**src/rtl/tps_pkg.sv**
```systemverilog
`timescale 1ns / 1ps
// Shared types, widths and register codes of the trapezoidal pulse shaper
package tps_pkg;

	// Configuration port
	localparam int CFG_IDX_W  = 3;
	localparam int CFG_DATA_W = 17;

	typedef enum logic [CFG_IDX_W-1:0] {
		CFG_PEAKING  = 3'd0,
		CFG_GAP      = 3'd1,
		CFG_GAIN_M   = 3'd2,
		CFG_GAIN_N   = 3'd3,
		CFG_BASELINE = 3'd4,
		CFG_INVERT   = 3'd5
	} cfg_index_t;

	// Register widths and reset values
	localparam int PEAK_W   = 14;
	localparam int GAP_W    = 13;
	localparam int GAIN_M_W = 16;
	localparam int GAIN_N_W = 17;
	localparam int BASE_W   = 16;
	localparam logic [PEAK_W-1:0]   PEAKING_RST = 14'd16;
	localparam logic [GAIN_M_W-1:0] GAIN_M_RST  = 16'd1;

	// Datapath widths
	localparam int RAW_W     = 16;
	localparam int SAMPLE_W  = 17;
	localparam int MIN_W     = 18;
	localparam int DIFF_W    = 19;
	localparam int SUM1_W    = 40;
	localparam int SUM2_W    = 64;
	localparam int FRAC_W    = 16;
	localparam int SPLIT_W   = 20;
	localparam int DM_W      = 36;
	localparam int PLO_W     = 37;
	localparam int PHI_W     = 38;
	localparam int SHAPED_W  = 48;
	localparam int MAX_W     = 47;
	localparam int QUO_W     = 48;
	localparam int DIVISOR_W = 14;
	localparam int LEN_W     = 17;

	typedef struct packed {
		logic [RAW_W-1:0] raw_sample;
		logic             last_sample;
	} in_item_t;

	typedef struct packed {
		logic signed [SHAPED_W-1:0] shaped_value;
		logic [MAX_W-1:0]           running_max;
		logic                       pulse_end;
	} out_item_t;

	typedef struct packed {
		logic [PEAK_W-1:0]   peaking_length;
		logic [GAP_W-1:0]    gap_length;
		logic [GAIN_M_W-1:0] decay_gain_m;
		logic [GAIN_N_W-1:0] decay_gain_n;
		logic [BASE_W-1:0]   baseline_level;
		logic                invert_polarity;
	} cfg_t;

	// Baseline-corrected sample handed from the front to the back
	typedef struct packed {
		logic signed [SAMPLE_W-1:0] sample;
		logic                       last;
	} mid_item_t;

	// Divider request and response
	typedef struct packed {
		logic                 start;
		logic [QUO_W-1:0]     dividend;
		logic [DIVISOR_W-1:0] divisor;
	} div_req_t;

	typedef struct packed {
		logic             done;
		logic [QUO_W-1:0] quotient;
	} div_rsp_t;

	// Back-end sequencer
	typedef enum logic [3:0] {
		BK_IDLE,
		BK_READ,
		BK_DIFF,
		BK_ACC1,
		BK_MUL,
		BK_COMB,
		BK_ACC2,
		BK_DIV,
		BK_WAIT,
		BK_OUT
	} back_state_t;

endpackage

```
**src/rtl/tps_front.sv**
```systemverilog
`timescale 1ns / 1ps
// Front end: accepts raw samples, removes the baseline and applies polarity
module tps_front (
	input  logic                            clk,
	input  logic                            arst_n,
	input  logic                            push,
	output logic                            full,
	input  tps_pkg::in_item_t               item,
	input  logic [tps_pkg::BASE_W-1:0]      baseline_level,
	input  logic                            invert_polarity,
	output logic                            mid_push,
	input  logic                            mid_full,
	output tps_pkg::mid_item_t              mid_item
);

	logic                                fr_valid_s1;
	tps_pkg::mid_item_t                  fr_item_s1;
	logic signed [tps_pkg::SAMPLE_W-1:0] corr;
	logic signed [tps_pkg::SAMPLE_W-1:0] adj;
	logic                                accept;

	// Subtract the baseline, then flip the sign on request
	assign corr = $signed({1'b0, item.raw_sample}) - $signed({1'b0, baseline_level});
	assign adj  = invert_polarity ? -corr : corr;

	// Stall only while the held request cannot move on
	assign full     = fr_valid_s1 && mid_full;
	assign accept   = push && !full;
	assign mid_push = fr_valid_s1 && !mid_full;
	assign mid_item = fr_item_s1;

	// Hold the corrected request until the queue takes it
	always_ff @(posedge clk or negedge arst_n) begin
		if (!arst_n) begin
			fr_valid_s1 <= 1'b0;
		end else if (accept) begin
			fr_valid_s1 <= 1'b1;
		end else if (mid_push) begin
			fr_valid_s1 <= 1'b0;
		end
	end

	always_ff @(posedge clk) begin
		if (accept) begin
			fr_item_s1.sample <= adj;
			fr_item_s1.last   <= item.last_sample;
		end
	end

endmodule

```
**config.mk**
```make
export PLATFORM = sky130hd
export DESIGN_NAME = tps_front
export DESIGN_NICKNAME = d
export VERILOG_FILES = /design/src/rtl/tps_pkg.sv /design/src/rtl/tps_front.sv
export SDC_FILE = /design/constraint.sdc
export NUM_CORES = 1
export LEC_CHECK = 0
export ABC_AREA = 1
export BUFFER_PORTS_ARGS = -buffer_cell sky130_fd_sc_hd__buf_4
export CAP_MARGIN = 20
export CORE_MARGIN = 2
export CORE_UTILIZATION = 25
export DETAILED_ROUTE_END_ITERATION = 8
export PLACE_DENSITY = 0.46
export SYNTH_ARGS = -nofsm -noshare
export SYNTH_HDL_FRONTEND = slang
export SYNTH_SLANG_ARGS = --single-unit
```
**constraint.sdc**
```tcl
create_clock -name clk -period 3.7 [get_ports clk]
set_clock_uncertainty 0.05 [all_clocks]
set_input_delay 0.37 -clock clk [delete_from_list [all_inputs] [get_ports clk]]
set_output_delay 0.37 -clock clk [all_outputs]
set_load 0.02 [all_outputs]
```
## Yosys cells after proc, flatten, opt, wreduce, memory -nomap -nowiden

Index checks and enable logic that the tools add are counted.
W data, S select, Z words.

- Add/subtract/negate cells: 2
- Muxes and demuxes: 3
- Reductions and logical operators: 6

Operators by type and width:

| kind | number |
|---|---|
| $mux W17 | 1 |
| $neg A17 Y17 | 1 |
| $sub A16 B16 Y17 | 1 |
| $logic_and A1 B1 Y1 | 3 |
| $logic_not A1 Y1 | 2 |
| $mux W1 | 2 |
| $reduce_bool A2 Y1 | 1 |

- Bits in registers: 19
- Input port bits: 38
- Output and inout port bits: 20
- Logic and storage cells: 14

## Longest topological paths before layout

- Word-level depth: 4
- Mapped depth: 19
- Gate-level depth less buffers: 19

## Worst setup path before layout

No wires, ideal clock.

- Kind: in2reg
- From: input item[1] (netlist bit)
- To: register fr_item_s1, in the netlist mid_item[15] (data pin)
- Library setup time: 252 ps
- Arrival time: 2052 ps
- Data required time: 3398 ps
- Slack: 1346 ps
- Stages: 17
- Path buffers: 0
- Cell sequence: inv_1 ha_1 inv_1 fa_1 inv_1 ha_1 inv_1 nor2_1 nand3_1 nor2_1 nand2_1 nor2_2 nand2_2 nand2_4 nand2_1 nand2_1 nand2_1

- Cells in the longest elaborated chain, start to end: 3

RTL lines:

| element | line | source |
|---|---|---|
| start: declaration | tps_front.sv:8 | `input tps_pkg::in_item_t item,` |
| $sub A16 B16 Y17 * | tps_front.sv:23 | `assign corr = $signed({1'b0, item.raw_sample}) - $signed({1'b0, baseline_level});` |
| $neg A17 Y17 | tps_front.sv:24 | `assign adj = invert_polarity ? -corr : corr;` |
| $mux W17 * | tps_front.sv:24 |  |
| via adj (one bit) | tps_front.sv:19 | `logic signed [tps_pkg::SAMPLE_W-1:0] adj;` |
| end: declaration | tps_front.sv:17 | `tps_pkg::mid_item_t fr_item_s1;` |

Mark *: on every way through the listed nets, which the timed path passes. The rest lies on a longest branch.
A chain may end at the register's enable or synchronous reset.

## Worst setup path after layout

- From: input item[1] (netlist bit)
- To: register fr_item_s1, in the netlist mid_item[16] (data pin)

The elaborated chain is that of the path after synthesis.

==> metrics.md <==
| Metric | Value |
|---|---|
| Htree depth | 1 |
| R2r setup slk | between 2 and 3 ns |
| Post-synthesis sequential area ratio | 26.01% |
| Hold Path Sink | mid_item[0]$_DFFE_PP_ |
| CTS Buf Count | 3 |
| Slowest Stage Delay on Critical Path | 0.43 ns |
| Clk buf depth | 2 |
| Most numerous cell in the Yosys netlist | nand2_1 |
| Routed wl met3 | 201 um |
| Max VDD drop | 0.00009846 V |
| Vias in the first global route | 2110 |
| Mean post-synth cell area | a little over 6 um2 |
| Max Clk Rate | ~430 MHz |
| Post-layout net count | 468 |
| GRT Util Overall | 11.15% |
| Ports | between 50 and 60 |
| DR vias | ~2100 |
| DIE AREA | 9460 um2 |
| Tot Pwr | 789.3 uW |
| Critical path cell sequence | buf_4 > inv_1 > ha_1 > inv_1 > fa_1 > inv_1 > nand2_1 > a21oi_1 > nand3_1 > nor2_2 > nand2_1 > nor2_2 > nand2_1 > nor2_1 > nand2_1 > nand2_1 > nand2_1 > nand2_1 > inv_1 |
| Post-Syn Nets | 406 |
| Worst-Skew Late Latency | about 0.25 ns |
| Clk root buf | clkbuf_8 |
| Inst Count DP | 513 |
| Layout area overhead | 28.25% |
| Routed Antenna Nets | 0 |
| Worst EP required | 3.66 ns |
| EDFF count, synth | 18 |
| CP Capture Type | flip-flop |
| Via-to-Cell Ratio | 4.046 |
| FILL cells | 967 |
| Min-Delay Path Depth | 1 |
| Top Metal Used | met4 |
| Synthesized flop and latch total | 19 |
| Final Setup Violations | 0 |
| Worst hold start | item[0] |
| Hold Fails Final Rpt | 0 |
| Synth warn | 0 |
| Core area | 8593 um2 |
| Tcrit/Tclk final | 63.34% |
| Clock transition at path regs | 0.06 ns |
| Initial antenna violation count | 0 |
| Largest cells by area after synthesis | edfxtp_1 25%, nand2_1 22%, inv_1 13% |
| Post-Syn Area | 2175 um2 |
| Reg2reg start | fr_valid_s1$_DFFE_PN0P_ |
| Rows | 34 |
| CTS tree | yes |
| Post-synth top area cell | edfxtp_1 |
| Aggregate routed wire length | 4934 um |
| FFs w/ async S/R, synth | 5.263% |
| Synth cell count leaders | 125 x nand2_1, 76 x inv_1, 31 x nand3_1 |
| Most frequent CP cell | nand2_1 |
| Worst-Margin Slew | 0.2452 ns |
| Leak Pwr | around 0.0016 uW |
| Initial Util | 25.31% |
| Synth Flop Type | edfxtp_1 |
| Routability cong. | roughly 0.87 |
| Status | finished, final reports clean |
| Ant. Diodes | 0 |
| Crit path kind | input pin to flip-flop |
| Relative slew slack | roughly 84% |
| Largest net degree at the start of global routing | 19 |
| Port-buffer cells | 57 |
| MaxCap Viol Count | 0 |
| Fin Setup TNS | 0 ns |
| FF-to-FF path depth | 4 |
| Synth cell types | 25 |
| Fin cells | a little over 500 |
| TritonCTS Sinks | 19 |
| Worst R2R End | mid_item[2]$_DFFE_PP_ |
| WL/cell | 9.525 um |
| HPWL after detailed placement | around 4400 um |
| Drt pass-1 iters | 4 |
| Critical Path Slowest Stage Cell | fa_1 |
| Chip width | around 97 um |
| Met2 WL | 2136 um |
| Total gr overflow | 0 |
| P per Cell Area | between 200 and 300 nW/um2 |
| RSZ-0062 raised after global routing | false |
| Minimum clock period | between 2 and 2.5 ns |
| Global-route wire length before repair | 8935 um |
| Yosys top cell area share | 24.86% |
| Routed met1 length | between 2000 and 3000 um |
| Die height | 97.27 um |
| Critical Path Start Type | input pin |
| Crit-path max FO | 4 |
| Hold WC Path Type | input pin to flip-flop |
| Max Slew Vio Count | 0 |
| Syn Inst Count | 349 |
| Fraction of layout cells with a size suffix above 1 | a little under 20% |
| Residual DRC | 0 |
| Number of DRC markers in iteration 0 | a little over 40 |
| CP arrival | 2.31 ns |
[per-stage QoR]
step                      worst slack, ns  area, um2  hold WS (ns)  utilization, %
after detailed placement            1.071       2734       0.09812           31.81
after CTS                           1.341       2789        0.2400           32.45
after global routing                1.073       2789        0.2406           32.45
after global placement              1.085       2734       0.09589           31.81
final                               1.356       2789        0.2499           32.45
after floorplan                     1.346       2175       0.02441               -
[routing by layer]
metal,up-vias,track usage [%]
li1,1192,-
met1,859,15.56
met2,43,18.27
met3,2,1.295
met4,0,3.098
met5,-,0
[placed cells by master, fill, tap and decap left out, types with 4 or more instances in the layout]
cell type  Yosys  routed
nand2_2        9       9
buf_4          1      58
edfxtp_1      18      18
o21ai_0        4       4
nand3_1       31      31
nor2_1        24      24
a21oi_1       12      12
inv_1         76      76
nor2_2         4       4
ha_1          18      18
nand2_1      125     125
xor2_1         7       7
nand4_1        5       5
[registers in the layout, indices dropped and copies added (netlist names)]
register,cells
fr_valid_s1,1
mid_item,18
[power by group]
group	internal [uW]	total (uW)	leakage, uW	switching (uW)
combinational	150	378	0.00139	228
sequential	270	275	0.000182	5.47
clock	76.3	136	0.0000228	59.5
[worst max-delay path, delay by kind of cell]
family	cells	cell delay, ns
AOI/OAI and AO/OA	1	0.17
adders and majority gates	2	0.57
buffers and inverters	5	0.33
and+or+nand+nor	11	0.86
[worst max path at each step]
| stage | end | startpoint | cells past startpoint |
|---|---|---|---|
| after floorplan | mid_item[15]$_DFFE_PP_ | item[1] | 17 |
| after global placement | mid_item[15]$_DFFE_PP_ | item[1] | 18 |
| after detailed placement | mid_item[15]$_DFFE_PP_ | item[1] | 18 |
| after CTS | mid_item[15]$_DFFE_PP_ | item[1] | 18 |
| after global routing | mid_item[15]$_DFFE_PP_ | item[1] | 18 |
| final | mid_item[16]$_DFFE_PP_ | item[1] | 19 |
[timing repair]
| item | in CTS | in global routing |
|---|---|---|
| resized for setup | 0 | 0 |
| hold buffers | 1 | 0 |
| setup buffers | 0 | 0 |
| setup endpoints to repair | 0 | 0 |
| hold endpoints to repair | 1 | 0 |
[layout make-up]
type	instances	area [um2]	share of cell area, %
inverters	77	289.0	10.36
repair buffers	59	445.4	15.97
multi-input cells	251	1309	46.93
clock buffers	4	45.04	1.615
flip-flops and latches	19	565.5	20.28
well taps	108	135.1	4.845
[kinds of logic (layout without fill, tap and decap cells)]
kind of cell / Yosys count / count (layout) / share of synthesized area, %
xor+xnor: 10 / 10 / 4.373
fa+ha+maj: 19 / 19 / 11.28
buf+inv: 79 / 140 / 13.81
compound gates: 18 / 18 / 4.373
simple gates: 204 / 204 / 40.16
flops: 19 / 19 / 26.01
(Power assumes the default switching activity.)
