[src/rtl/tps_fifo.sv]
`timescale 1ns / 1ps
// Two-entry request queue with registered storage
module tps_fifo #(
	parameter int WIDTH = 8
) (
	input  logic             clk,
	input  logic             arst_n,
	input  logic             push,
	output logic             full,
	input  logic [WIDTH-1:0] wdata,
	input  logic             pop,
	output logic             empty,
	output logic [WIDTH-1:0] rdata
);

	logic [WIDTH-1:0] mem_q [2];
	logic             wr_ptr_q;
	logic             rd_ptr_q;
	logic [1:0]       count_q;
	logic             do_push;
	logic             do_pop;

	assign full    = (count_q == 2'd2);
	assign empty   = (count_q == 2'd0);
	assign do_push = push && !full;
	assign do_pop  = pop && !empty;
	assign rdata   = mem_q[rd_ptr_q];

	// Store the incoming request
	always_ff @(posedge clk) begin
		if (do_push) begin
			mem_q[wr_ptr_q] <= wdata;
		end
	end

	// Advance pointers and occupancy
	always_ff @(posedge clk or negedge arst_n) begin
		if (!arst_n) begin
			wr_ptr_q <= 1'b0;
			rd_ptr_q <= 1'b0;
			count_q  <= 2'd0;
		end else begin
			if (do_push) begin
				wr_ptr_q <= !wr_ptr_q;
			end
			if (do_pop) begin
				rd_ptr_q <= !rd_ptr_q;
			end
			unique case ({do_push, do_pop})
				2'b10: begin
					count_q <= count_q + 2'd1;
				end
				2'b01: begin
					count_q <= count_q - 2'd1;
				end
				default: begin
					count_q <= count_q;
				end
			endcase
		end
	end

endmodule

[config.mk]
export PLATFORM = sky130hd
export DESIGN_NAME = tps_fifo
export DESIGN_NICKNAME = d
export VERILOG_FILES = /design/src/rtl/tps_fifo.sv
export SDC_FILE = /design/constraint.sdc
export NUM_CORES = 1
export LEC_CHECK = 0
export ABC_AREA = 1
export BUFFER_PORTS_ARGS = -buffer_cell sky130_fd_sc_hd__buf_2
export CORE_UTILIZATION = 49
export CTS_BUF_LIST = sky130_fd_sc_hd__clkbuf_8 sky130_fd_sc_hd__clkbuf_16
export DETAILED_ROUTE_END_ITERATION = 7
export GPL_TIMING_DRIVEN = 0
export PLACE_DENSITY = 0.86
export SLEW_MARGIN = 20
export SYNTH_ARGS = -nofsm -noshare
export SYNTH_HDL_FRONTEND = slang
export SYNTH_SLANG_ARGS = --single-unit
[constraint.sdc]
create_clock -name clk -period 1.7 [get_ports clk]
set_input_delay 0.425 -clock clk [delete_from_list [all_inputs] [get_ports clk]]
set_output_delay 0.425 -clock clk [all_outputs]
set_load 0.01 [all_outputs]
==> After elaboration in Yosys (flattened, before gate mapping) <==
Memories as Yosys holds them, arrays and structs flattened.
Index checks and enable logic that the tools add are counted.
{ "op_classes": {"n_addsub": 2, "eq_ne": 3, "n_mux": 3, "reduce_logical": 8} }
{ "op_table": {"columns": ["op", "count"], "rows": [
  ["$eq 2x2->1 const B", 2],
  ["$logic_not 1->1", 4],
  ["$pmux 2 s2", 1],
  ["$add 2x1->2 const B", 1],
  ["$eq 2x1->1 const B", 1],
  ["$logic_and 1x1->1", 2],
  ["$logic_not 2->1", 1],
  ["$mux 1", 2],
  ["$reduce_bool 2->1", 1],
  ["$sub 2x1->2 const B", 1]
]} }
{ "word_totals": {"regBits": 4, "ram_bits": 16, "input_bits": 12, "output_inout_bits": 10, "wordCells": 20, "memories": 1} }
{ "mem_list": {"columns": ["memory", "words", "width", "rd", "rd_clocked_by_memory_dff", "write_ports", "line", "source"], "rows": [
  ["mem_q", 2, 8, 1, 0, 1, "16", "logic [WIDTH-1:0] mem_q [2];"]
]} }

==> Logic depth before layout (Yosys ltp) <==
{ "depth": {"depth_word": 5, "ltp_mapped": 10, "ltp_nobuf": 10} }

==> Least setup slack after synthesis <==
OpenSTA, ideal clock, no wires.
{ "synth_path": {"path_kind": "register to register", "start": "reg count_q[1]", "end": "mem mem_q[1][0], enable pin", "setup_ns": 0.371, "arrival_ns": 0.939, "required_time_ns": 1.329, "slack_ns": 0.391, "path_stages_with_launch": 4, "n_path_buf": 0, "period_less_slack_ns": 1.309, "path_cell_list": "dfrtp_1 > inv_1 > o21ai_2 > nor2_1"} }
{ "synth_between": {"elab_chain_cells": 5} }
{ "synth_rtl": {"columns": ["item", "line", "source"], "rows": [
  ["start, declared", "19", "logic [1:0] count_q;"],
  ["start signal, assigned", "51", "count_q <= count_q + 2'd1;"],
  ["start signal, assigned", "54", "count_q <= count_q - 2'd1;"],
  ["start signal, assigned", "57", "count_q <= count_q;"],
  ["$eq 2x2->1", "23", "assign full = (count_q == 2'd2);"],
  ["$logic_not 1->1", "25", "assign do_push = push && !full;"],
  ["$logic_and 1x1->1", "25", null],
  ["$mux 1", "31", "if (do_push) begin"],
  ["$mux 1 (not written as such)", "32", "mem_q[wr_ptr_q] <= wdata;"],
  ["end, declared", "16", null]
]} }
Every way passes these cells.

==> Worst setup path after layout <==
{ "layout_path": {"start": "reg rd_ptr_q", "end": "out rdata[7]"} }
{ "layout_between": {"elab_chain_cells": 1} }
{ "layout_rtl": {"columns": ["item", "line", "source"], "rows": [
  ["start, declared", "18", "logic rd_ptr_q;"],
  ["start signal, assigned", "47", "rd_ptr_q <= !rd_ptr_q;"],
  ["$mem_v2 2x8", null, null],
  ["end, declared", "13", "output logic [WIDTH-1:0] rdata"]
]} }
Every way passes these cells.

==> impl_metrics.prom <==
# TYPE chip_impl_metric gauge
chip_impl_info{name="critPathLaunchType",value="flop"} 1
chip_impl_metric{name="grt_first_pass_wirelength",unit="um"} 2076
chip_impl_metric{name="dieWidth",unit="um"} 42.84
chip_impl_metric{name="cts-buffers-inserted",unit=""} 3
chip_impl_metric{name="post_synth_mux_area_share",unit=""} 0
chip_impl_metric{name="cp_data_arrival_time",unit="ns"} 1.18
chip_impl_metric{name="worst_slew_margin_rel",unit=""} 0.5449
chip_impl_info{name="worst_r2r_startpoint",value="count_q[1]"} 1
chip_impl_metric{name="yosysWarningCount",unit=""} 0
chip_impl_metric{name="achievable-frequency",unit="MHz"} 621.9
chip_impl_metric{name="post_synth_fa_ha_maj_area_fraction",unit=""} 0.01531
chip_impl_metric{name="p_leak",unit="nW"} 0.5000
chip_impl_metric{name="gr-usage-all-layers",unit=""} 0.1618
chip_impl_metric{name="required",unit="ns"} 1.27
chip_impl_metric{name="grt_overflow_total",unit=""} 0
chip_impl_metric{name="synth_fp_nets",unit=""} 87
chip_impl_metric{name="post_route_cells_drive_above_1_share",unit=""} 0.3300
chip_impl_metric{name="count_of_inserted_antenna_diode_cells",unit=""} 0
chip_impl_metric{name="area_delta_synth_final",unit="%"} 25.27
chip_impl_metric{name="placeableCoreArea",unit="um2"} 1524
chip_impl_metric{name="placed_area",unit="um2"} 942.2
chip_impl_info{name="tritoncts",value="done"} 1
chip_impl_metric{name="worst-slew-pin-transition",unit="ns"} 0.6802
chip_impl_metric{name="ys_ff_latch",unit=""} 20
chip_impl_info{name="critical_path.endpoint",value="rdata[7]"} 1
chip_impl_metric{name="start_util",unit=""} 0.5361
chip_impl_metric{name="finalPower",unit="mW"} 1.842
chip_impl_metric{name="synthesis.area",unit="um2"} 817.0
chip_impl_metric{name="antenna_found_initial",unit=""} 0
chip_impl_metric{name="setup.reg_to_reg.worst_slack",unit="ns"} 0.17
chip_impl_metric{name="dieHeight",unit="um"} 42.84
chip_impl_metric{name="clk_path_buf_depth",unit=""} 2
chip_impl_info{name="startpoint",value="rd_ptr_q"} 1
chip_impl_info{name="combinational_family_with_the_most_area_after_synthesis",value="simple AND/OR/NAND/NOR gates"} 1
chip_impl_metric{name="die_area",unit="um2"} 1835
chip_impl_metric{name="totalWireLength",unit="um"} 1294
chip_impl_metric{name="num_rows",unit=""} 14
chip_impl_metric{name="wl_per_cell",unit="um"} 11.16
chip_impl_metric{name="drt_drc_violations_left",unit=""} 0
chip_impl_metric{name="io-pin-count",unit=""} 22
chip_impl_metric{name="tritoncts_num_sinks",unit=""} 20
chip_impl_metric{name="postRouteAntennaNets",unit=""} 0
chip_impl_metric{name="insertion_delay",unit="ns"} 0.26
chip_impl_info{name="endpoint_kind",value="output pin"} 1
chip_impl_metric{name="xor_and_xnor_fraction_of_the_mapped_netlist_area",unit=""} 0.01072
chip_impl_metric{name="fin_tns_setup",unit="ns"} 0
chip_impl_metric{name="number_of_global_route_vias_before_repair",unit=""} 482
chip_impl_metric{name="final_design_area_no_fill",unit="um2"} 1023
chip_impl_metric{name="ctsResizeCount",unit=""} 0
chip_impl_metric{name="yosysSeqAreaShare",unit=""} 0.7106
chip_impl_metric{name="netlist-cell-type-count",unit=""} 14
chip_impl_metric{name="multiInputGateArea",unit="um2"} 193.9
chip_impl_metric{name="reg_clk_slew_reported_paths",unit="ns"} 0.07
chip_impl_info{name="r2r-end",value="mem_q[1][0]"} 1
chip_impl_metric{name="slew_viol_final",unit=""} 0
chip_impl_metric{name="detailedRoute.firstPassIterationCount",unit=""} 4
chip_impl_metric{name="detail_route.vias_per_cell",unit=""} 4.733
chip_impl_metric{name="postSynthCellCount",unit=""} 74
chip_impl_metric{name="yosys.area_share.simple",unit=""} 0.2006
chip_impl_metric{name="worstPathMaxFanout",unit=""} 10
chip_impl_metric{name="fin_crit_sh",unit=""} 0.9459
chip_impl_info{name="run_status",value="finished clean"} 1
chip_impl_metric{name="final.fill_count",unit=""} 120
chip_impl_metric{name="period_minus_slack",unit="ns"} 1.608
chip_impl_metric{name="ff2ff_path_depth",unit=""} 3
chip_impl_metric{name="h_tree_level_count",unit=""} 1
chip_impl_info{name="rsz0062_at_grt",value="no"} 1
chip_impl_metric{name="place.gp.congestion",unit=""} 0.6901
chip_impl_metric{name="ir_drop",unit="V"} 0.001456
chip_impl_metric{name="buffer_ports.inserted",unit=""} 21
chip_impl_metric{name="power.density",unit="nW/um2"} 1800
chip_impl_metric{name="seqCellArea",unit="um2"} 580.6
chip_impl_metric{name="dp.final_hpwl",unit="um"} 957.3
chip_impl_metric{name="cap_viol_max_count",unit=""} 0
chip_impl_metric{name="setup_viol",unit=""} 0
chip_impl_info{name="critPathKind",value="flop to output pin"} 1
chip_impl_metric{name="syn-mean-instance-area",unit="um2"} 11.04
chip_impl_metric{name="pin_count_of_the_biggest_net_entering_global_routing",unit=""} 13
chip_impl_info{name="holdCritPathClass",value="input pin to flop"} 1
chip_impl_metric{name="detailroute.via_count",unit=""} 549
chip_impl_metric{name="synth-compound-area-share",unit=""} 0.01072
chip_impl_metric{name="clock-skew-final",unit="ns"} 0.005501
chip_impl_metric{name="finalHoldViolations",unit=""} 0
chip_impl_metric{name="first_iter_violations",unit=""} 9
chip_impl_info{name="clockRootBuffer",value="sky130_fd_sc_hd__clkbuf_8"} 1
chip_impl_metric{name="fin_nets",unit=""} 114
## synth_stat cells (all sizes together)
master	count	area [um2]
o21ai	1	8.760
nand4	1	6.260
xnor2	1	8.760
edfxtp	16	480.5
nand2	34	132.6
buf	1	5.000
dfrtp	4	100.1
inv	10	37.54
ha	1	12.51
nand3	3	15.01
nor2	2	10.01
## placed cells by master, fill, tap and decap left out, drive strengths merged
cell type	netlist	final
xnor2	1	1
o21ai	1	1
dfrtp	4	4
ha	1	1
edfxtp	16	16
bufinv	0	1
nand3	3	3
nor2	2	2
nand4	1	1
inv	10	10
clkbuf	0	3
dlygate4sd3	0	1
buf	1	22
nand2	34	34
## cell type report
class,count,share of cell area
flip-flops and latches,20,0.5672
multi-input cells,43,0.1895
repair buffers,22,0.1125
clock buffers,3,0.04034
inverters,10,0.03667
clock inverters,1,0.02934
well taps,16,0.01956
plain buffers,1,0.004890
## how the worst min path moves through the flow
stage                        endpoint  cells after the start     start
final                     mem_q[1][6]                      1  wdata[6]
after global routing      mem_q[1][6]                      1  wdata[6]
after CTS                 mem_q[1][1]                      1  wdata[1]
after detailed placement     rd_ptr_q                      1    arst_n
after global placement     count_q[0]                      1    arst_n
after floorplan            count_q[0]                      0    arst_n
## per-layer routing
metal  global-route usage  routed length [um]  up-vias
met4               0.1125                  32        0
met2               0.2606                 687       17
met1               0.1976                 514      239
met5                    0                   0        -
met3              0.02553                  59        5
li1                     -                   -      288
## logic make-up (layout without fill, tap and decap cells)
| logic type | Yosys count | after routing |
|---|---|---|
| flip-flops | 20 | 20 |
| buffers and inverters | 11 | 37 |
| AND/OR/NAND/NOR | 40 | 40 |
| adder cells (fa/ha/maj) | 1 | 1 |
| AO/OA/AOI/OAI | 1 | 1 |
| XOR/XNOR | 1 | 1 |
## metrics by stage
stage / cells / utilization / setup WS [ns] / hold WS (ns)
3_5_place_dp: 111 / 0.6182 / 0.1479 / 0.2326
6_report: 116 / 0.6716 / 0.09205 / 0.3490
5_1_grt: 116 / 0.6716 / 0.003769 / 0.3442
2_1_floorplan: 74 / - / 0.3905 / 0.1294
4_1_cts: 116 / 0.6716 / 0.08696 / 0.3499
3_3_place_gp: 111 / 0.6182 / 0.2078 / 0.2345
## critical path: stages (launching register included)
cell and delay, ns:
sky130_fd_sc_hd__dfrtp_1 0.35, sky130_fd_sc_hd__buf_2 0.18, sky130_fd_sc_hd__inv_2 0.15, sky130_fd_sc_hd__nand2_1 0.06
sky130_fd_sc_hd__nand2_1 0.06, sky130_fd_sc_hd__buf_2 0.12
## what timing repair did
item                                    in CTS  in global routing
endpoints found under the setup margin       0                  0
hold endpoints to repair                     4                  0
buffers inserted                             0                  0
hold buffers                                 1                  0
## report_power, final
group	total, mW	internal, mW	switching [mW]
combinational	0.641	0.233	0.408
sequential	0.737	0.682	0.0555
clock	0.464	0.314	0.150
## state kept, by name, indices dropped and copies added, names as in the netlist
| register | cells |
|---|---|
| wr_ptr_q | 1 |
| rd_ptr_q | 1 |
| count_q | 2 |
| mem_q | 16 |
Note: power is estimated with default switching activity, not from simulation.
