File: src/rtl/tps_pkg.sv
`timescale 1ns / 1ps
// Shared types, widths and register codes of the trapezoidal pulse shaper
package tps_pkg;

	// Configuration port
	localparam int CFG_IDX_W  = 3;
	localparam int CFG_DATA_W = 17;

	typedef enum logic [CFG_IDX_W-1:0] {
		CFG_PEAKING  = 3'd0,
		CFG_GAP      = 3'd1,
		CFG_GAIN_M   = 3'd2,
		CFG_GAIN_N   = 3'd3,
		CFG_BASELINE = 3'd4,
		CFG_INVERT   = 3'd5
	} cfg_index_t;

	// Register widths and reset values
	localparam int PEAK_W   = 14;
	localparam int GAP_W    = 13;
	localparam int GAIN_M_W = 16;
	localparam int GAIN_N_W = 17;
	localparam int BASE_W   = 16;
	localparam logic [PEAK_W-1:0]   PEAKING_RST = 14'd16;
	localparam logic [GAIN_M_W-1:0] GAIN_M_RST  = 16'd1;

	// Datapath widths
	localparam int RAW_W     = 16;
	localparam int SAMPLE_W  = 17;
	localparam int MIN_W     = 18;
	localparam int DIFF_W    = 19;
	localparam int SUM1_W    = 40;
	localparam int SUM2_W    = 64;
	localparam int FRAC_W    = 16;
	localparam int SPLIT_W   = 20;
	localparam int DM_W      = 36;
	localparam int PLO_W     = 37;
	localparam int PHI_W     = 38;
	localparam int SHAPED_W  = 48;
	localparam int MAX_W     = 47;
	localparam int QUO_W     = 48;
	localparam int DIVISOR_W = 14;
	localparam int LEN_W     = 17;

	typedef struct packed {
		logic [RAW_W-1:0] raw_sample;
		logic             last_sample;
	} in_item_t;

	typedef struct packed {
		logic signed [SHAPED_W-1:0] shaped_value;
		logic [MAX_W-1:0]           running_max;
		logic                       pulse_end;
	} out_item_t;

	typedef struct packed {
		logic [PEAK_W-1:0]   peaking_length;
		logic [GAP_W-1:0]    gap_length;
		logic [GAIN_M_W-1:0] decay_gain_m;
		logic [GAIN_N_W-1:0] decay_gain_n;
		logic [BASE_W-1:0]   baseline_level;
		logic                invert_polarity;
	} cfg_t;

	// Baseline-corrected sample handed from the front to the back
	typedef struct packed {
		logic signed [SAMPLE_W-1:0] sample;
		logic                       last;
	} mid_item_t;

	// Divider request and response
	typedef struct packed {
		logic                 start;
		logic [QUO_W-1:0]     dividend;
		logic [DIVISOR_W-1:0] divisor;
	} div_req_t;

	typedef struct packed {
		logic             done;
		logic [QUO_W-1:0] quotient;
	} div_rsp_t;

	// Back-end sequencer
	typedef enum logic [3:0] {
		BK_IDLE,
		BK_READ,
		BK_DIFF,
		BK_ACC1,
		BK_MUL,
		BK_COMB,
		BK_ACC2,
		BK_DIV,
		BK_WAIT,
		BK_OUT
	} back_state_t;

endpackage

File: src/rtl/tps_div.sv
`timescale 1ns / 1ps
// Restoring divider, one quotient bit per clock, unsigned operands
module tps_div (
	input  logic              clk,
	input  logic              arst_n,
	input  tps_pkg::div_req_t req,
	output tps_pkg::div_rsp_t rsp
);

	localparam int STEP_W = $clog2(tps_pkg::QUO_W);

	logic                            busy_q;
	logic                            done_q;
	logic [STEP_W-1:0]               step_q;
	logic [tps_pkg::DIVISOR_W-1:0]   rem_q;
	logic [tps_pkg::DIVISOR_W-1:0]   div_q;
	logic [tps_pkg::QUO_W-1:0]       quo_q;
	logic [tps_pkg::DIVISOR_W:0]     trial;
	logic [tps_pkg::DIVISOR_W:0]     trial_sub;
	logic                            fits;

	// Shift in the next dividend bit and try the subtraction
	assign trial     = {rem_q, quo_q[tps_pkg::QUO_W-1]};
	assign trial_sub = trial - {1'b0, div_q};
	assign fits      = (trial >= {1'b0, div_q});

	assign rsp.done     = done_q;
	assign rsp.quotient = quo_q;

	// Count the steps
	always_ff @(posedge clk or negedge arst_n) begin
		if (!arst_n) begin
			busy_q <= 1'b0;
			done_q <= 1'b0;
			step_q <= '0;
		end else if (req.start) begin
			busy_q <= 1'b1;
			done_q <= 1'b0;
			step_q <= '0;
		end else if (busy_q) begin
			step_q <= step_q + STEP_W'(1);
			if (step_q == STEP_W'(tps_pkg::QUO_W - 1)) begin
				busy_q <= 1'b0;
				done_q <= 1'b1;
			end
		end else begin
			done_q <= 1'b0;
		end
	end

	// Partial remainder and quotient shift register
	always_ff @(posedge clk) begin
		if (req.start) begin
			rem_q <= '0;
			div_q <= req.divisor;
			quo_q <= req.dividend;
		end else if (busy_q) begin
			rem_q <= fits ? trial_sub[tps_pkg::DIVISOR_W-1:0] : trial[tps_pkg::DIVISOR_W-1:0];
			quo_q <= {quo_q[tps_pkg::QUO_W-2:0], fits};
		end
	end

endmodule

File: config.mk
export PLATFORM = sky130hd
export DESIGN_NAME = tps_div
export DESIGN_NICKNAME = d
export VERILOG_FILES = /design/src/rtl/tps_pkg.sv /design/src/rtl/tps_div.sv
export SDC_FILE = /design/constraint.sdc
export NUM_CORES = 1
export LEC_CHECK = 0
export ABC_AREA = 1
export BUFFER_PORTS_ARGS = -buffer_cell sky130_fd_sc_hd__buf_2
export CORE_UTILIZATION = 45
export CTS_CLUSTER_SIZE = 25
export DETAILED_ROUTE_END_ITERATION = 10
export PLACE_DENSITY = 0.76
export SLEW_MARGIN = 5
export SYNTH_ARGS = -nofsm -noshare
export SYNTH_HDL_FRONTEND = slang
export SYNTH_SLANG_ARGS = --single-unit
export TNS_END_PERCENT = 50
File: constraint.sdc
create_clock -name clk -period 2.1 [get_ports clk]
set_input_delay 0.21 -clock clk [delete_from_list [all_inputs] [get_ports clk]]
set_output_delay 0.21 -clock clk [all_outputs]
set_load 0.01 [all_outputs]
After elaboration in Yosys (flattened, before gate mapping)
Index checks and enable logic that the tools add are counted.

storage, ports and cells
  register bits after elaboration = 84
  input bits = 65
  output and inout port bits = 49
  logic and storage cells = 23

cells by class
  $add $sub $neg = 2
  order comparisons = 1
  eq/ne operators = 2
  muxes and demuxes = 11
  reductions and logical operators = 1

operators by type and width
  operator                                                         count
  48-bit 2-to-1 mux                                                2
  15-bit by 14-bit >= comparator with 1-bit output                 1
  14-bit 2-to-1 mux                                                1
  14-bit subtractor                                                1
  6-bit 2-to-1 mux                                                 2
  6-bit by 1-bit adder with 6-bit output, second input constant    1
  6-bit equality test, second input constant                       1
  1-bit 2-to-1 mux                                                 6
  3-bit by 2-bit != test with 1-bit output, second input constant  1
  2-bit nonzero test                                               1

Logic depth before layout (Yosys ltp)
  word-level depth = 4
  mapped depth = 15
  mapped depth without buffers = 14

Worst setup path before layout
Ideal clock, no wire load.

  kind = reg-to-reg
  start point = register busy_q
  end point = register quo_q[0] in the netlist's numbering, enable pin
  library setup time = 0.405 ns
  arrival = 1.478 ns
  data required time = 1.695 ns
  slack = 0.217 ns
  stages on the path, launching flop included = 3
  buffers on the path = 0
  clock period less this slack = 1.883 ns
  cells stage by stage = dfrtp_1 nor2_1 inv_1

between the ends
  word-level cells in the longest chain between the ends = 1

RTL lines
  what                                 line           RTL
  start: declaration                   tps_div.sv:12  logic busy_q;
  start signal: assignment             tps_div.sv:33  busy_q <= 1'b0;
  start signal: assignment             tps_div.sv:37  busy_q <= 1'b1;
  start signal: assignment             tps_div.sv:43  busy_q <= 1'b0;
  2-bit nonzero test (no source line)  n/a
  end signal: assignment               tps_div.sv:56  quo_q <= req.dividend;
  end signal: assignment               tps_div.sv:59  quo_q <= {quo_q[tps_pkg::QUO_W-2:0], fits};
  end: declaration                     tps_div.sv:17  logic [tps_pkg::QUO_W-1:0] quo_q;

No other way between the ends.
A chain may end at the register's enable or synchronous reset.

Worst setup path in the final report
  start point = register div_q[12] in the netlist's numbering
  end point = register rem_q[0] in the netlist's numbering

between the ends
  word-level cells in the longest chain between the ends = 2

RTL lines
  what                                              line           RTL
  start: declaration                                tps_div.sv:16  logic [tps_pkg::DIVISOR_W-1:0] div_q;
  start signal: assignment                          tps_div.sv:55  div_q <= req.divisor;
  15-bit by 14-bit >= comparator with 1-bit output  tps_div.sv:25  assign fits = (trial >= {1'b0, div_q});
  14-bit 2-to-1 mux                                 tps_div.sv:58  rem_q <= fits ? trial_sub[tps_pkg::DIVISOR_W-1:0] : trial[tps_pkg::DIVISOR_W-1:0];
  end signal: assignment                            tps_div.sv:58
  end: declaration                                  tps_div.sv:15  logic [tps_pkg::DIVISOR_W-1:0] rem_q;

No other way between the ends.

==> summary.txt <==
Timing
  • FMAX: 507 MHz
  • Max-slew violation count: 0
  • Skew final: 11.5 ps
  • Slew headroom: 62.0%
  • Min Tclk post-route: 1970 ps
  • Final setup vio count: 0
  • Final Cycle Share: 93.8%
  • WHS: 21.9 ps
  • Worst Max-Slew Pin Slew: 571 ps
  • Final hold viol count: 0

Clock tree
  • TritonCTS buffer count: 9
  • Clock Latency Late Sink: 360 ps
  • Clock slew at reported path FFs: 80 ps
  • H-tree depth: 3
  • Clk root buf: clkbuf_8
  • Clk buf depth: 2
  • TritonCTS clock tree: built
  • Clk sinks: 84
  • Post-CTS Setup Bufs: 0

Critical path
  • Setup CP Type: reg -> reg
  • WP data arrival: 2200 ps
  • Critical Path RT: 2330 ps
  • Worst Path Max Fanout: 13
  • CP endpoint kind: register
  • Critical path startpoint category: register

Yosys
  • Ys Warns: 0
  • Synth area leaders: edfxtp_1 (40%), nand2_1 (19%), dfxtp_1 (6.1%), inv_1 (4.9%), dfrtp_1 (4.4%)
  • Mux share of post-synthesis cell area: 0%
  • Yosys cell types: 38
  • Top-area cell type share of the netlist area: 40.5%
  • Mapped Avg Cell Area: 8.37 um2
  • Syn Nets: 632
  • Simple-gate area share of the yosys netlist: 32.2%
  • Synth Instances: 550
  • Synth Area in XOR/XNOR: 0.952%
  • Mapped cell area: 4600 um2
  • #FFs+latches synth: 84
  • Combinational family with the most area after synthesis: simple AND/OR/NAND/NOR gates
  • Compound-cell area share of the yosys netlist: 3.26%
  • Largest area contributor in the netlist: edfxtp_1
  • Seq/Total Area, Yosys: 50.9%
  • Synth Area in Adders: 4.79%

Outcome
  • Status: complete, no violations

Power
  • Peak supply drop: 0.545 mV
  • Final Power: 0.00603 W
  • Pwr Density: 1070 nW/um2
  • Total leakage power: 2.90 nW

Die
  • Initial Util: 46.7%
  • Placeable Area: 9860 um2
  • Die height: 103 um
  • Die Footprint: 10,600 um2
  • Row cnt: 36
  • Ports: 114
  • Die Wd: 103 um

Detailed routing
  • Pre-antenna DRT Iters: 5
  • DR vias/cell: 4.95
  • Post-route ant nets: 0
  • Via count: 4,009
  • DRT iter0 DRCs: 242
  • Routed wire length: 10.9 mm
  • DRC: 0
  • Routed WL per cell: 13.5 um

GRT
  • GRT Util Overall: 22.0%
  • Largest net degree at the start of global routing: 57
  • Vias in the first global route: 3,888
  • First-pass GRT wire length: 17.8 mm
  • Initial antenna violation count: 0
  • Total gr overflow: 0

Cells and area
  • Share of cells above drive strength 1: 25.8%
  • Antenna cells: 0
  • Fin nets: 754
  • Layout area overhead: 22.2%
  • Commonest non-fill, non-tap cells in the layout: nand2_1 (238), buf_2 (113), edfxtp_1 (62)
  • Number of fill cells in the layout: 871
  • Commonest non-fill, non-tap cell in the layout: nand2_1

Placement
  • Global placement routability congestion: 0.946
  • HPWL after DPL: 8.01 mm
  • PortBufs: 113

Job
  • MaxCap Viol Count: 0

Min path
  • Worst min-delay path class: in -> reg
[final timing paths]
| path | from | endpoint | slack, ps | cells past startpoint |
|---|---|---|---|---|
| worst max-delay path | div_q[12]$_DFFE_PP_ | rem_q[0]$_SDFFE_PP0P_ | 130 | 11 |
| worst min-delay path | req[0] | div_q[0]$_DFFE_PP_ | 20 | 1 |
| worst max register to register | div_q[12]$_DFFE_PP_ | rem_q[0]$_SDFFE_PP0P_ | 130 | 11 |
| worst min register to register | rem_q[5]$_SDFFE_PP0P_ | rem_q[5]$_SDFFE_PP0P_ | 480 | 2 |
| max in group asynchronous | arst_n | step_q[3]$_DFFE_PN0P_ | 1700 | 2 |
| min in group asynchronous | arst_n | step_q[5]$_DFFE_PN0P_ | 220 | 2 |
[worst max-delay path, cell delays in order, from the launching register on]
cell and delay (ps):
edfxtp_1 340, inv_1 70, ha_1 370, nand2_1 100
inv_2 70, nand2_2 90, nor3_4 240, nand2_8 130
nand3_4 200, nand2_1 90, nand3_1 70, o21ai_0 80
[synth_stat cells (all sizes together)]
cell type / n
a21o: 1
a21oi: 9
a22o: 1
a31oi: 1
and2: 1
buf: 9
clkbuf: 9
dfrtp: 8
dfxtp: 14
edfxtp: 62
fa: 1
ha: 16
inv: 66
nand2: 250
nand3: 42
nand3b: 7
nand4: 4
nor2: 28
nor3: 3
o21a: 1
o21ai: 9
o21bai: 2
or2: 1
xnor2: 5
[cells by family (layout without fill, tap and decap cells)]
| group | Yosys count | count (layout) |
|---|---|---|
| compound gates | 24 | 24 |
| xor+xnor | 5 | 5 |
| fa+ha+maj | 17 | 17 |
| buf+inv | 84 | 211 |
| flops | 84 | 84 |
| simple gates | 336 | 336 |
[metrics by stage]
| step | TNS (ps) | std cells | worst slack, ps | utilization [%] | cell area (um2) |
|---|---|---|---|---|---|
| 6_report | 0 | 810 | 129 | 57.0 | 5620 |
| 5_1_grt | -18.5 | 810 | -9.68 | 57.0 | 5620 |
| 4_1_cts | 0 | 805 | 118 | 56.4 | 5560 |
| 3_5_place_dp | 0 | 788 | 145 | 53.9 | 5320 |
| 3_3_place_gp | 0 | 788 | 209 | 53.9 | 5320 |
| 2_1_floorplan | 0 | 550 | 217 | - | 4600 |
[state kept, by name, summed over array words and instances (netlist names)]
signal / flops
div_q: 14
rem_q: 14
step_q: 6
done_q: 1
busy_q: 1
quo_q: 48
[what timing repair did]
action,4_1_cts,5_1_grt
hold buffers,1,5
gates resized for setup,0,2
hold endpoints to repair,8,5
endpoints found under the setup margin,0,5
[layout make-up]
type | instances | area (um2) | share of cell area [%]
sequential | 84 | 2340 | 41.7
multi-input combinational | 382 | 1910 | 33.9
timing repair buffer | 129 | 726 | 12.9
inverter | 66 | 248 | 4.41
tap | 133 | 166 | 2.96
clock buffer | 11 | 131 | 2.34
clock inverter | 5 | 100 | 1.78
[power breakdown]
group	leakage, nW	switching, W	internal (W)
Sequential	0.884	0.000162	0.00204
Clock	0.117	0.000593	0.000788
Combinational	1.90	0.00149	0.000951
[layer usage]
layer,vias to the layer above,GRT usage [%],routed length (um)
met2,157,35.8,5150
met5,-,0,0
met1,1846,26.8,4750
met4,0,9.97,242
met3,20,6.92,785
li1,1986,-,-
Note: power is estimated with default switching activity, not from simulation.
